File: src/rgbyuv_pkg.sv
package rgbyuv_pkg;

    localparam int unsigned MAX_WIDTH  = 2048;
    localparam int unsigned MAX_HEIGHT = 2048;

    localparam int unsigned COL_W      = $clog2(MAX_WIDTH);
    localparam int unsigned ROW_W      = $clog2(MAX_HEIGHT);

    localparam int unsigned CFG_DATA_W = 12;
    localparam int unsigned CFG_ADDR_W = 2;

    localparam logic [CFG_ADDR_W-1:0] REG_FRAME_WIDTH   = 2'd0;
    localparam logic [CFG_ADDR_W-1:0] REG_FRAME_HEIGHT  = 2'd1;
    localparam logic [CFG_ADDR_W-1:0] REG_SCAN_REVERSED = 2'd2;

    localparam logic [CFG_DATA_W-1:0] FRAME_WIDTH_RESET  = 12'd320;
    localparam logic [CFG_DATA_W-1:0] FRAME_HEIGHT_RESET = 12'd240;
    localparam logic                  SCAN_REVERSED_RESET = 1'b1;

    localparam logic [7:0] LUMA_OFFSET   = 8'd16;
    localparam logic [7:0] CHROMA_OFFSET = 8'd128;

    // Weighted sums stay within +/-2^16, so 18 signed bits hold them
    localparam int unsigned SUM_W = 18;

    typedef struct packed {
        logic [7:0] red;
        logic [7:0] green;
        logic [7:0] blue;
    } pixel_t;

    typedef struct packed {
        logic [7:0] luma;
        logic [7:0] chroma;
        logic       chroma_valid;
        logic       chroma_is_v;
        logic       frame_end;
    } result_t;

    // Classified pixel handed from the front to the back
    typedef struct packed {
        pixel_t pix;
        logic   chroma_valid;
        logic   chroma_is_v;
        logic   frame_end;
    } item_t;

    // Last index of a dimension: zero counts as one, oversize clips to the maximum
    function automatic logic [31:0] last_index(input logic [CFG_DATA_W-1:0] v,
                                               input int unsigned maxv);
        logic [31:0] v32;
        v32 = 32'(v);
        if (v32 == 32'd0) begin
            return 32'd0;
        end else if (v32 > maxv) begin
            return 32'(maxv - 1);
        end else begin
            return v32 - 32'd1;
        end
    endfunction

endpackage

File: src/rgbyuv_front.sv
module rgbyuv_front (
    input  logic                              aclk,
    input  logic                              aresetn,
    input  logic                              cfg_we,
    input  logic [rgbyuv_pkg::CFG_ADDR_W-1:0] cfg_addr,
    input  logic [rgbyuv_pkg::CFG_DATA_W-1:0] cfg_wdata,
    input  logic                              s_valid,
    output logic                              s_ready,
    input  rgbyuv_pkg::pixel_t                s_pixel,
    output logic                              push_valid,
    input  logic                              push_ready,
    output rgbyuv_pkg::item_t                 push_item
);
    import rgbyuv_pkg::*;

    logic [CFG_DATA_W-1:0] width_reg, width_next;
    logic [CFG_DATA_W-1:0] height_reg, height_next;
    logic                  rev_reg, rev_next;
    logic [COL_W-1:0]      col_reg, col_next;
    logic [ROW_W-1:0]      row_reg, row_next;

    logic             restart;
    logic             accept;
    logic [COL_W-1:0] last_col;
    logic [ROW_W-1:0] last_row;
    logic [COL_W-1:0] start_col;
    logic [ROW_W-1:0] start_row;
    logic             col_last, row_last, frame_end;
    logic             cvalid;

    assign s_ready    = push_ready;
    assign push_valid = s_valid;
    assign accept     = s_valid & push_ready;

    always_comb begin
        width_next  = width_reg;
        height_next = height_reg;
        rev_next    = rev_reg;
        restart     = 1'b0;
        if (cfg_we) begin
            unique case (cfg_addr)
                REG_FRAME_WIDTH: begin
                    width_next = cfg_wdata;
                    restart    = 1'b1;
                end
                REG_FRAME_HEIGHT: begin
                    height_next = cfg_wdata;
                    restart     = 1'b1;
                end
                REG_SCAN_REVERSED: begin
                    rev_next = cfg_wdata[0];
                    restart  = 1'b1;
                end
                default: begin
                end
            endcase
        end
    end

    // Start point of a frame under the settings in force next cycle
    assign last_col  = COL_W'(last_index(width_next, MAX_WIDTH));
    assign last_row  = ROW_W'(last_index(height_next, MAX_HEIGHT));
    assign start_col = rev_next ? last_col : '0;
    assign start_row = rev_next ? last_row : '0;

    assign cvalid   = ~col_reg[0];
    assign col_last = rev_reg ? (col_reg == '0) : (col_reg >= last_col);
    assign row_last = rev_reg ? (row_reg == '0) : (row_reg >= last_row);
    assign frame_end = col_last & row_last;

    always_comb begin
        push_item.pix          = s_pixel;
        push_item.chroma_valid = cvalid;
        push_item.chroma_is_v  = cvalid & row_reg[0];
        push_item.frame_end    = frame_end;
    end

    always_comb begin
        col_next = col_reg;
        row_next = row_reg;
        priority if (restart) begin
            col_next = start_col;
            row_next = start_row;
        end else if (accept) begin
            priority if (frame_end) begin
                col_next = start_col;
                row_next = start_row;
            end else if (col_last) begin
                col_next = start_col;
                row_next = rev_reg ? row_reg - ROW_W'(1) : row_reg + ROW_W'(1);
            end else begin
                col_next = rev_reg ? col_reg - COL_W'(1) : col_reg + COL_W'(1);
            end
        end
    end

    always_ff @(posedge aclk) begin
        if (!aresetn) begin
            width_reg  <= FRAME_WIDTH_RESET;
            height_reg <= FRAME_HEIGHT_RESET;
            rev_reg    <= SCAN_REVERSED_RESET;
            col_reg    <= SCAN_REVERSED_RESET ?
                          COL_W'(last_index(FRAME_WIDTH_RESET, MAX_WIDTH)) : '0;
            row_reg    <= SCAN_REVERSED_RESET ?
                          ROW_W'(last_index(FRAME_HEIGHT_RESET, MAX_HEIGHT)) : '0;
        end else begin
            width_reg  <= width_next;
            height_reg <= height_next;
            rev_reg    <= rev_next;
            col_reg    <= col_next;
            row_reg    <= row_next;
        end
    end

endmodule

File: src/rgbyuv_queue.sv
module rgbyuv_queue (
    input  logic              aclk,
    input  logic              aresetn,
    input  logic              push_valid,
    output logic              push_ready,
    input  rgbyuv_pkg::item_t push_item,
    output logic              pop_valid,
    input  logic              pop_ready,
    output rgbyuv_pkg::item_t pop_item
);
    import rgbyuv_pkg::*;

    item_t       mem [2];
    logic        wr_ptr_reg, wr_ptr_next;
    logic        rd_ptr_reg, rd_ptr_next;
    logic [1:0]  count_reg, count_next;
    logic        push, pop;

    assign push_ready = (count_reg != 2'd2);
    assign pop_valid  = (count_reg != 2'd0);
    assign pop_item   = mem[rd_ptr_reg];

    assign push = push_valid & push_ready;
    assign pop  = pop_valid & pop_ready;

    always_comb begin
        wr_ptr_next = push ? ~wr_ptr_reg : wr_ptr_reg;
        rd_ptr_next = pop ? ~rd_ptr_reg : rd_ptr_reg;
        count_next  = count_reg;
        if (push && !pop) begin
            count_next = count_reg + 2'd1;
        end else if (pop && !push) begin
            count_next = count_reg - 2'd1;
        end
    end

    always_ff @(posedge aclk) begin
        if (!aresetn) begin
            wr_ptr_reg <= 1'b0;
            rd_ptr_reg <= 1'b0;
            count_reg  <= 2'd0;
        end else begin
            wr_ptr_reg <= wr_ptr_next;
            rd_ptr_reg <= rd_ptr_next;
            count_reg  <= count_next;
        end
    end

    always_ff @(posedge aclk) begin
        if (push) begin
            mem[wr_ptr_reg] <= push_item;
        end
    end

endmodule

File: src/rgbyuv_back.sv
module rgbyuv_back (
    input  logic                aclk,
    input  logic                aresetn,
    input  logic                pop_valid,
    output logic                pop_ready,
    input  rgbyuv_pkg::item_t   pop_item,
    output logic                m_valid,
    input  logic                m_ready,
    output rgbyuv_pkg::result_t m_result
);
    import rgbyuv_pkg::*;

    logic                    s1_valid_reg, s1_valid_next;
    logic signed [SUM_W-1:0] y_sum_reg, y_sum_next;
    logic signed [SUM_W-1:0] c_sum_reg, c_sum_next;
    logic                    cvalid_reg, isv_reg, fend_reg;
    logic                    out_valid_reg, out_valid_next;
    result_t                 result_reg, result_next;

    logic                    s1_load, out_load, out_ready;
    logic signed [SUM_W-1:0] rs, gs, bs;
    logic signed [SUM_W-1:0] u_sum, v_sum;

    assign out_ready = ~out_valid_reg | m_ready;
    assign pop_ready = ~s1_valid_reg | out_ready;
    assign s1_load   = pop_valid & pop_ready;
    assign out_load  = s1_valid_reg & out_ready;

    assign m_valid  = out_valid_reg;
    assign m_result = result_reg;

    // Stage 1: weighted sums with the rounding offset
    assign rs = $signed({{(SUM_W-8){1'b0}}, pop_item.pix.red});
    assign gs = $signed({{(SUM_W-8){1'b0}}, pop_item.pix.green});
    assign bs = $signed({{(SUM_W-8){1'b0}}, pop_item.pix.blue});

    assign y_sum_next = 18'sd66 * rs + 18'sd129 * gs + 18'sd25 * bs + 18'sd128;
    assign u_sum      = 18'sd112 * bs - 18'sd38 * rs - 18'sd74 * gs + 18'sd128;
    assign v_sum      = 18'sd112 * rs - 18'sd94 * gs - 18'sd18 * bs + 18'sd128;
    assign c_sum_next = pop_item.chroma_is_v ? v_sum : u_sum;

    // Stage 2: floor shift by 8 is bits 15:8 of the two's complement sum
    always_comb begin
        result_next.luma         = y_sum_reg[15:8] + LUMA_OFFSET;
        result_next.chroma       = cvalid_reg ? (c_sum_reg[15:8] + CHROMA_OFFSET) : 8'd0;
        result_next.chroma_valid = cvalid_reg;
        result_next.chroma_is_v  = isv_reg;
        result_next.frame_end    = fend_reg;
    end

    assign s1_valid_next  = s1_load ? 1'b1 : (out_load ? 1'b0 : s1_valid_reg);
    assign out_valid_next = out_load ? 1'b1 : (m_ready ? 1'b0 : out_valid_reg);

    always_ff @(posedge aclk) begin
        if (!aresetn) begin
            s1_valid_reg  <= 1'b0;
            out_valid_reg <= 1'b0;
        end else begin
            s1_valid_reg  <= s1_valid_next;
            out_valid_reg <= out_valid_next;
        end
    end

    always_ff @(posedge aclk) begin
        if (s1_load) begin
            y_sum_reg  <= y_sum_next;
            c_sum_reg  <= c_sum_next;
            cvalid_reg <= pop_item.chroma_valid;
            isv_reg    <= pop_item.chroma_is_v;
            fend_reg   <= pop_item.frame_end;
        end
        if (out_load) begin
            result_reg <= result_next;
        end
    end

endmodule

File: src/rgb_to_yuv420_pixel_stream_top.sv
// A result passes through a queue entry, the stage-1 sum registers and the result register.
// Throughput: one pixel per cycle while m_ready is high; a two-entry queue between the index counters and
// the two-stage arithmetic pipeline lets either side stall on its own.
// Reset (aresetn low, synchronous): width 320, height 240, reversed scan, indices
// at the frame start, queue and pipeline empty. Any write to a defined register restarts the frame.
module rgb_to_yuv420_pixel_stream_top (
    input  logic                              aclk,
    input  logic                              aresetn,
    input  logic                              cfg_we,
    input  logic [rgbyuv_pkg::CFG_ADDR_W-1:0] cfg_addr,
    input  logic [rgbyuv_pkg::CFG_DATA_W-1:0] cfg_wdata,
    input  logic                              s_valid,
    output logic                              s_ready,
    input  rgbyuv_pkg::pixel_t                s_pixel,
    output logic                              m_valid,
    input  logic                              m_ready,
    output rgbyuv_pkg::result_t               m_result
);
    import rgbyuv_pkg::*;

    logic  push_valid, push_ready;
    item_t push_item;
    logic  pop_valid, pop_ready;
    item_t pop_item;

    rgbyuv_front u_front (
        .aclk       (aclk),
        .aresetn    (aresetn),
        .cfg_we     (cfg_we),
        .cfg_addr   (cfg_addr),
        .cfg_wdata  (cfg_wdata),
        .s_valid    (s_valid),
        .s_ready    (s_ready),
        .s_pixel    (s_pixel),
        .push_valid (push_valid),
        .push_ready (push_ready),
        .push_item  (push_item)
    );

    rgbyuv_queue u_queue (
        .aclk       (aclk),
        .aresetn    (aresetn),
        .push_valid (push_valid),
        .push_ready (push_ready),
        .push_item  (push_item),
        .pop_valid  (pop_valid),
        .pop_ready  (pop_ready),
        .pop_item   (pop_item)
    );

    rgbyuv_back u_back (
        .aclk      (aclk),
        .aresetn   (aresetn),
        .pop_valid (pop_valid),
        .pop_ready (pop_ready),
        .pop_item  (pop_item),
        .m_valid   (m_valid),
        .m_ready   (m_ready),
        .m_result  (m_result)
    );

endmodule

File: config.mk
export PLATFORM = sky130hd
export DESIGN_NAME = rgb_to_yuv420_pixel_stream_top
export DESIGN_NICKNAME = d
export VERILOG_FILES = /design/src/rgbyuv_pkg.sv /design/src/rgbyuv_front.sv /design/src/rgbyuv_queue.sv /design/src/rgbyuv_back.sv /design/src/rgb_to_yuv420_pixel_stream_top.sv
export SDC_FILE = /design/constraint.sdc
export NUM_CORES = 1
export LEC_CHECK = 0
export BUFFER_PORTS_ARGS = -buffer_cell sky130_fd_sc_hd__buf_2
export CORE_MARGIN = 1.5
export CORE_UTILIZATION = 40
export CTS_BUF_LIST = sky130_fd_sc_hd__clkbuf_16
export CTS_CLUSTER_SIZE = 30
export DETAILED_ROUTE_END_ITERATION = 10
export SKIP_LAST_GASP = 1
export SLEW_MARGIN = 20
export SYNTH_ARGS = -nofsm -noshare
export SYNTH_HDL_FRONTEND = slang
export SYNTH_SLANG_ARGS = --single-unit
File: constraint.sdc
create_clock -name aclk -period 7.1 [get_ports aclk]
set_clock_uncertainty 0.2 [all_clocks]
set_input_delay 0.71 -clock aclk [delete_from_list [all_inputs] [get_ports aclk]]
set_output_delay 0.71 -clock aclk [all_outputs]
set_load 0.02 [all_outputs]
# == Word level (Yosys, flattened, before mapping) ==
# Memory sizes are Yosys's and may differ from the RTL's. A register that Yosys moved wholly into a read port is not among the register bits.
# Cells that the tools add are included.
# totals
in_bits,43
ram_bits,54
regBits,107
n_memories,1
# classes
mul,9
n_lt_le_gt_ge,4
mux,37
eq_ne,3
n_bitwise,12
n_reduce_logical,17
n_addsub,19
# memory_table
name,words,width,rd,rd_clocked_by_memory_dff,write_ports,line,rtl
u_queue.mem,2,27,1,1,1,rgbyuv_queue.sv:13,item_t mem [2];
# op_table
cell,count
$mux W11,16
$sub A16 B16 Y16,4
$add A16 B9 Y16 const B,3
$mux W12,4
$sub A11 B1 Y11 const B,4
$mul A6 B8 Y14 const A,3
$add A16 B16 Y16,2
$mul A5 B8 Y13 const A,2
$gt A12 B12 Y1 const B,2
$logic_not A12 Y1,2
$add A11 B1 Y11 const B,2
$ge A11 B11 Y1,2
$logic_not A11 Y1,2
$mul A3 B8 Y11 const A,2
$mul A8 B8 Y16 const A,1
$mux W16,1
$mux W1,14
$mul A4 B8 Y12 const A,1
$reduce_bool A2 Y1,5
$add A8 B5 Y8 const B,1
$add A8 B8 Y8 const B,1
$and A1 B1 Y1,5
$not A1 Y1,5
$mux W2,2
12 further kinds,15

# == Depth between registers and ports, before layout ==
# depth
depth_word,12
ltp_mapped,28
mapped_depth_nobuf,25

# == Cells and area by module ==
# A second synthesis with hierarchy kept.
# hier_totals
cells_unflattened,1548
hier_area_um2,15232.1
# by_module_without_submodules
module,instances,area_each_um2,seq_area_each_um2,cells_per_inst
rgbyuv_back,1,8692.1,1181.1,888
rgbyuv_front,1,4351.7,940.9,552
rgbyuv_queue,1,2188.3,1721.7,108

# == Worst setup path before layout ==
# Ideal clock, no wire load.
# synth_path
path_kind,register to register
from,register with a tool-made name
to,register u_back.c_sum_reg[14] (data pin)
t_required_ns,6.639
stages_incl_launch_ff,27
setup_slack_ns,0.094
t_arrival_ns,6.545
synth_period_minus_slack_ns,7.006
path_buffers,3
cell_sequence,dfxtp_1 > buf_4 > buf_1 > clkbuf_1 > mux2i_1 > inv_1 > ha_1 > inv_1 > fa_1 > fa_1 > inv_1 > ha_1 > o21ai_0 > a21boi_0 > o21ai_0 > nand2_1 > xor2_1 > fa_1 > inv_1 > ha_1 > ha_1 > or3_1 > nor3_1 > o31ai_1 > a31oi_1 > xor2_1 > mux2i_1
# synth_lines
item,line,rtl
end signal: assignment,rgbyuv_back.sv:67,c_sum_reg <= c_sum_next;
end: declaration,rgbyuv_back.sv:15,"logic signed [SUM_W-1:0] c_sum_reg, c_sum_next;"

==> results.txt <==
----------------------------------------------------
[Status]
  Outcome ... complete, no violations

[GRT]
  Antenna violations before repair ... 0
  Leftover overflow at the end of global routing ... 0
  Largest net degree at the start of global routing ... 28
  Total routing usage reported by global routing ... 18.89%
  First-pass GRT wire length ... 57.16 mm
  Via count of the first global-routing pass ... 11020

[Synth]
  Cell types occupying the most area after synthesis ... sky130_fd_sc_hd__ha_1 23%, sky130_fd_sc_hd__edfxtp_1 18%, sky130_fd_sc_hd__fa_1 11%, sky130_fd_sc_hd__dfxtp_1 7.2%, sky130_fd_sc_hd__inv_1 5.2%
  Portion of synthesized cell area occupied by the leading cell type ... 23.07%
  Post-synthesis instance area ... 0.01507 sq mm
  Post-synthesis async set-or-reset flop share ... 0%
  Area leader, netlist ... sky130_fd_sc_hd__ha_1
  Avg Inst Size Synth ... 9.911 sq um
  Mapped Cells ... 1521
  Predominant post-synthesis flop cell ... sky130_fd_sc_hd__edfxtp_1
  Synth cell types ... 84
  Sequential area share after synthesis ... 25.50%
  Net count after synthesis ... 1924
  Number of synthesized flops with an enable pin ... 92
  Seq cells post-synth ... 146
  YS warnings ... 0

[Critical path]
  Critical Setup Path Class ... flip-flop to flip-flop
  Kind of launch point of the worst setup path ... flip-flop
  Register-to-Register Setup Slack ... 0.40 ns
  Worst Path Arrival ... 6.68 ns
  FF-to-FF path depth ... 22
  Critical Path Fanout Max ... 27
  Worst r2r dst ... u_back.c_sum_reg[15]$_DFFE_PP_
  CP Data Required Time ... 7.08 ns
  CP endpoint kind ... flip-flop

[CTS]
  H-tree level count ... 4
  Cell at the root of the clock tree ... sky130_fd_sc_hd__clkbuf_16
  Setup repair bufs after CTS ... 0
  Clock Latency Late Sink ... 0.45 ns
  CTS max path bufs ... 2
  CTS buffer count ... 17
  # clock sinks ... 146
  CTS resizes ... 0
  TritonCTS clock tree ... yes
  Quantity of hold-fixing buffers added after cts ... 0
  Post-CTS clock slew at the launch and capture registers of the worst setup and hold paths ... 0.06 ns

[Cells and area]
  Fraction of final layout cells with drive strength greater than 1 ... 9.981%
  Filler cells ... 3545
  Final design utilization ... 45.01%
  Total Nets Final ... 2003
  Largest register FFs ... 54
  Synthesis-to-finish area growth ... 10.09%
  Most flops, register ... u_queue.mem

[Floorplanning]
  I/O pin count ... 64
  Area of the die ... 0.03886 sq mm
  Chip width ... 197.1 um
  Initial Util ... 40.88%
  Row count ... 70
  Y dimension of the die ... 197.1 um
  Std-Cell Core Area ... 0.03687 sq mm

[STA]
  Highest clock frequency the design can meet ... 149.3 MHz
  Slew @ Worst Pin ... 0.9678 ns
  Fin crit period ... 6.696 ns
  Slew margin rel. ... 35.19%
  Number of failing hold endpoints at the final stage ... 0
  Final count of pins violating max slew ... 0
  Crit share post-route ... 94.32%
  Final-layout setup total negative slack ... 0 ns
  Final count of negative-setup-slack endpoints ... 0
  Smallest hold slack ... 0.2244 ns
  Unrepaired setup endpoints after global routing ... no

[Route]
  Final ANT Viol Nets ... 0
  Average vias per placed instance ... 5.270
  Violation count after the first detailed-route iteration ... 535
  Total wirelength of the detailed-routed design ... 35.36 mm
  Residual DRC ... 0
  Via count ... 11160
  Total iterations of the first detailed-routing run ... 5
  Average routed wire per standard cell ... 16.69 um

[Worst hold path]
  Worst hold start ... u_back.y_sum_reg[10]$_DFFE_PP_
  Type of the most critical hold path ... flip-flop to flip-flop
  Count of cells along the worst hold path ... 0
  Terminating pin of the worst hold path ... u_back.m_result[13]$_DFFE_PP_

[Run]
  Max-capacitance violation count ... 0

[Place]
  Final HPWL from detailed placement ... 28.94 mm
  Port-buffer cells ... 63
  Weighted congestion reported at the end of routability-driven placement ... 0.8628

----------------------------------------------------
[cell type report]
class / count / area (sq um) / area share, %
Inverter: 212 / 795.8 / 4.795
Clock buffer: 17 / 425.4 / 2.563
Sequential cell: 146 / 3844 / 23.16
Clock inverter: 15 / 122.6 / 0.7388
Tap cell: 504 / 630.6 / 3.800
Antenna cell: 1 / 2.502 / 0.01508
Multi-Input combinational cell: 1140 / 10300 / 62.05
Timing Repair Buffer: 83 / 478.0 / 2.880
[layer usage]
metal / routed length, um / global-route usage [%] / vias up
met5: 0 / 0 / -
met4: 734 / 5.994 / 0
met3: 1282 / 2.971 / 45
met2: 16270 / 30.91 / 188
met1: 17070 / 25.58 / 5402
li1: - / - / 5527
[worst max-delay path by stage]
stage	to	cells past startpoint	slack, ns	start
CTS	u_back.c_sum_reg[15]$_DFFE_PP_	20	0.02	flip-flop
floorplan	u_back.c_sum_reg[14]$_DFFE_PP_	26	0.09	flip-flop
global route	u_back.c_sum_reg[15]$_DFFE_PP_	23	0.005	flip-flop
global placement	u_back.c_sum_reg[14]$_DFFE_PP_	20	0.08	flip-flop
detailed placement	u_back.c_sum_reg[15]$_DFFE_PP_	20	0.06	flip-flop
finish	u_back.c_sum_reg[15]$_DFFE_PP_	22	0.40	flip-flop
[synth_stat cells, types with 4 or more instances]
master                      count
sky130_fd_sc_hd__o21ai_0       62
sky130_fd_sc_hd__a21oi_1       92
sky130_fd_sc_hd__a31oi_1        7
sky130_fd_sc_hd__xnor2_1       73
sky130_fd_sc_hd__buf_4          5
sky130_fd_sc_hd__clkbuf_1       9
sky130_fd_sc_hd__o31ai_1        4
sky130_fd_sc_hd__and2_1         9
sky130_fd_sc_hd__nand2_1       57
sky130_fd_sc_hd__and3_1        10
sky130_fd_sc_hd__dfxtp_1       54
sky130_fd_sc_hd__o311ai_0       4
sky130_fd_sc_hd__nor4b_1        8
sky130_fd_sc_hd__a21o_1        24
sky130_fd_sc_hd__edfxtp_1      92
sky130_fd_sc_hd__nor2_1        87
sky130_fd_sc_hd__mux2i_1       52
sky130_fd_sc_hd__a211o_1        4
sky130_fd_sc_hd__o21bai_1      11
sky130_fd_sc_hd__a2111oi_0      4
sky130_fd_sc_hd__nand3_1       24
sky130_fd_sc_hd__or2_2          5
sky130_fd_sc_hd__fa_1          82
sky130_fd_sc_hd__nor3_1        40
sky130_fd_sc_hd__o211ai_1      12
sky130_fd_sc_hd__inv_1        210
sky130_fd_sc_hd__nor4_1         7
sky130_fd_sc_hd__o21a_1         8
sky130_fd_sc_hd__nand4_1        6
sky130_fd_sc_hd__nor2b_1       17
sky130_fd_sc_hd__a211oi_1       8
sky130_fd_sc_hd__mux2_2        13
sky130_fd_sc_hd__or3_1         17
sky130_fd_sc_hd__xor2_1        38
sky130_fd_sc_hd__ha_1         278
sky130_fd_sc_hd__nand2b_1      11
[worst max-delay path: stages (launching register included)]
cell and delay [ns]:
sky130_fd_sc_hd__dfxtp_1 0.36, sky130_fd_sc_hd__buf_12 0.21, sky130_fd_sc_hd__mux2i_1 0.54, sky130_fd_sc_hd__buf_4 0.27, sky130_fd_sc_hd__inv_1 0.17, sky130_fd_sc_hd__ha_1 0.37, sky130_fd_sc_hd__ha_1 0.28, sky130_fd_sc_hd__inv_1 0.05
sky130_fd_sc_hd__fa_1 0.53, sky130_fd_sc_hd__inv_1 0.04, sky130_fd_sc_hd__ha_1 0.31, sky130_fd_sc_hd__xnor2_1 0.15, sky130_fd_sc_hd__fa_1 0.51, sky130_fd_sc_hd__inv_1 0.04, sky130_fd_sc_hd__ha_1 0.29, sky130_fd_sc_hd__ha_1 0.34
sky130_fd_sc_hd__and3_1 0.17, sky130_fd_sc_hd__a2111oi_1 0.64, sky130_fd_sc_hd__buf_4 0.22, sky130_fd_sc_hd__o21ai_0 0.18, sky130_fd_sc_hd__a41oi_1 0.30, sky130_fd_sc_hd__xnor2_1 0.14, sky130_fd_sc_hd__o211ai_1 0.09
[cells by family after synthesis]
kind of cell | share of synthesized area, %
AO/OA/AOI/OAI | 11.74
XOR/XNOR | 6.449
adder cells (fa/ha/maj) | 34.25
buffers and inverters | 6.391
flip-flops | 25.50
multiplexers | 4.424
AND/OR/NAND/NOR | 11.24
[stage by stage]
step | cell area, sq um | worst slack (ns) | cells
after floorplan | 15070 | 0.09427 | 1521
after global placement | 16020 | 0.07591 | 2085
after detailed placement | 16020 | 0.05745 | 2085
after CTS | 16570 | 0.01919 | 2117
after global routing | 16590 | 0.004904 | 2117
final | 16600 | 0.4035 | 2118
[cells in the final DEF (no fill, tap or decap), drive strengths merged, types with 40 or more instances in the layout]
master | netlist | layout
xnor2 | 73 | 73
ha | 278 | 278
nor2 | 88 | 88
inv | 210 | 217
dfxtp | 54 | 54
o21ai | 65 | 65
buf | 11 | 83
mux2i | 52 | 52
nor3 | 40 | 40
nand2 | 57 | 57
edfxtp | 92 | 92
a21oi | 92 | 92
fa | 82 | 82
Power is not shown: default switching activity piles up to over one toggle a cycle in this logic, so the estimate is an artifact.
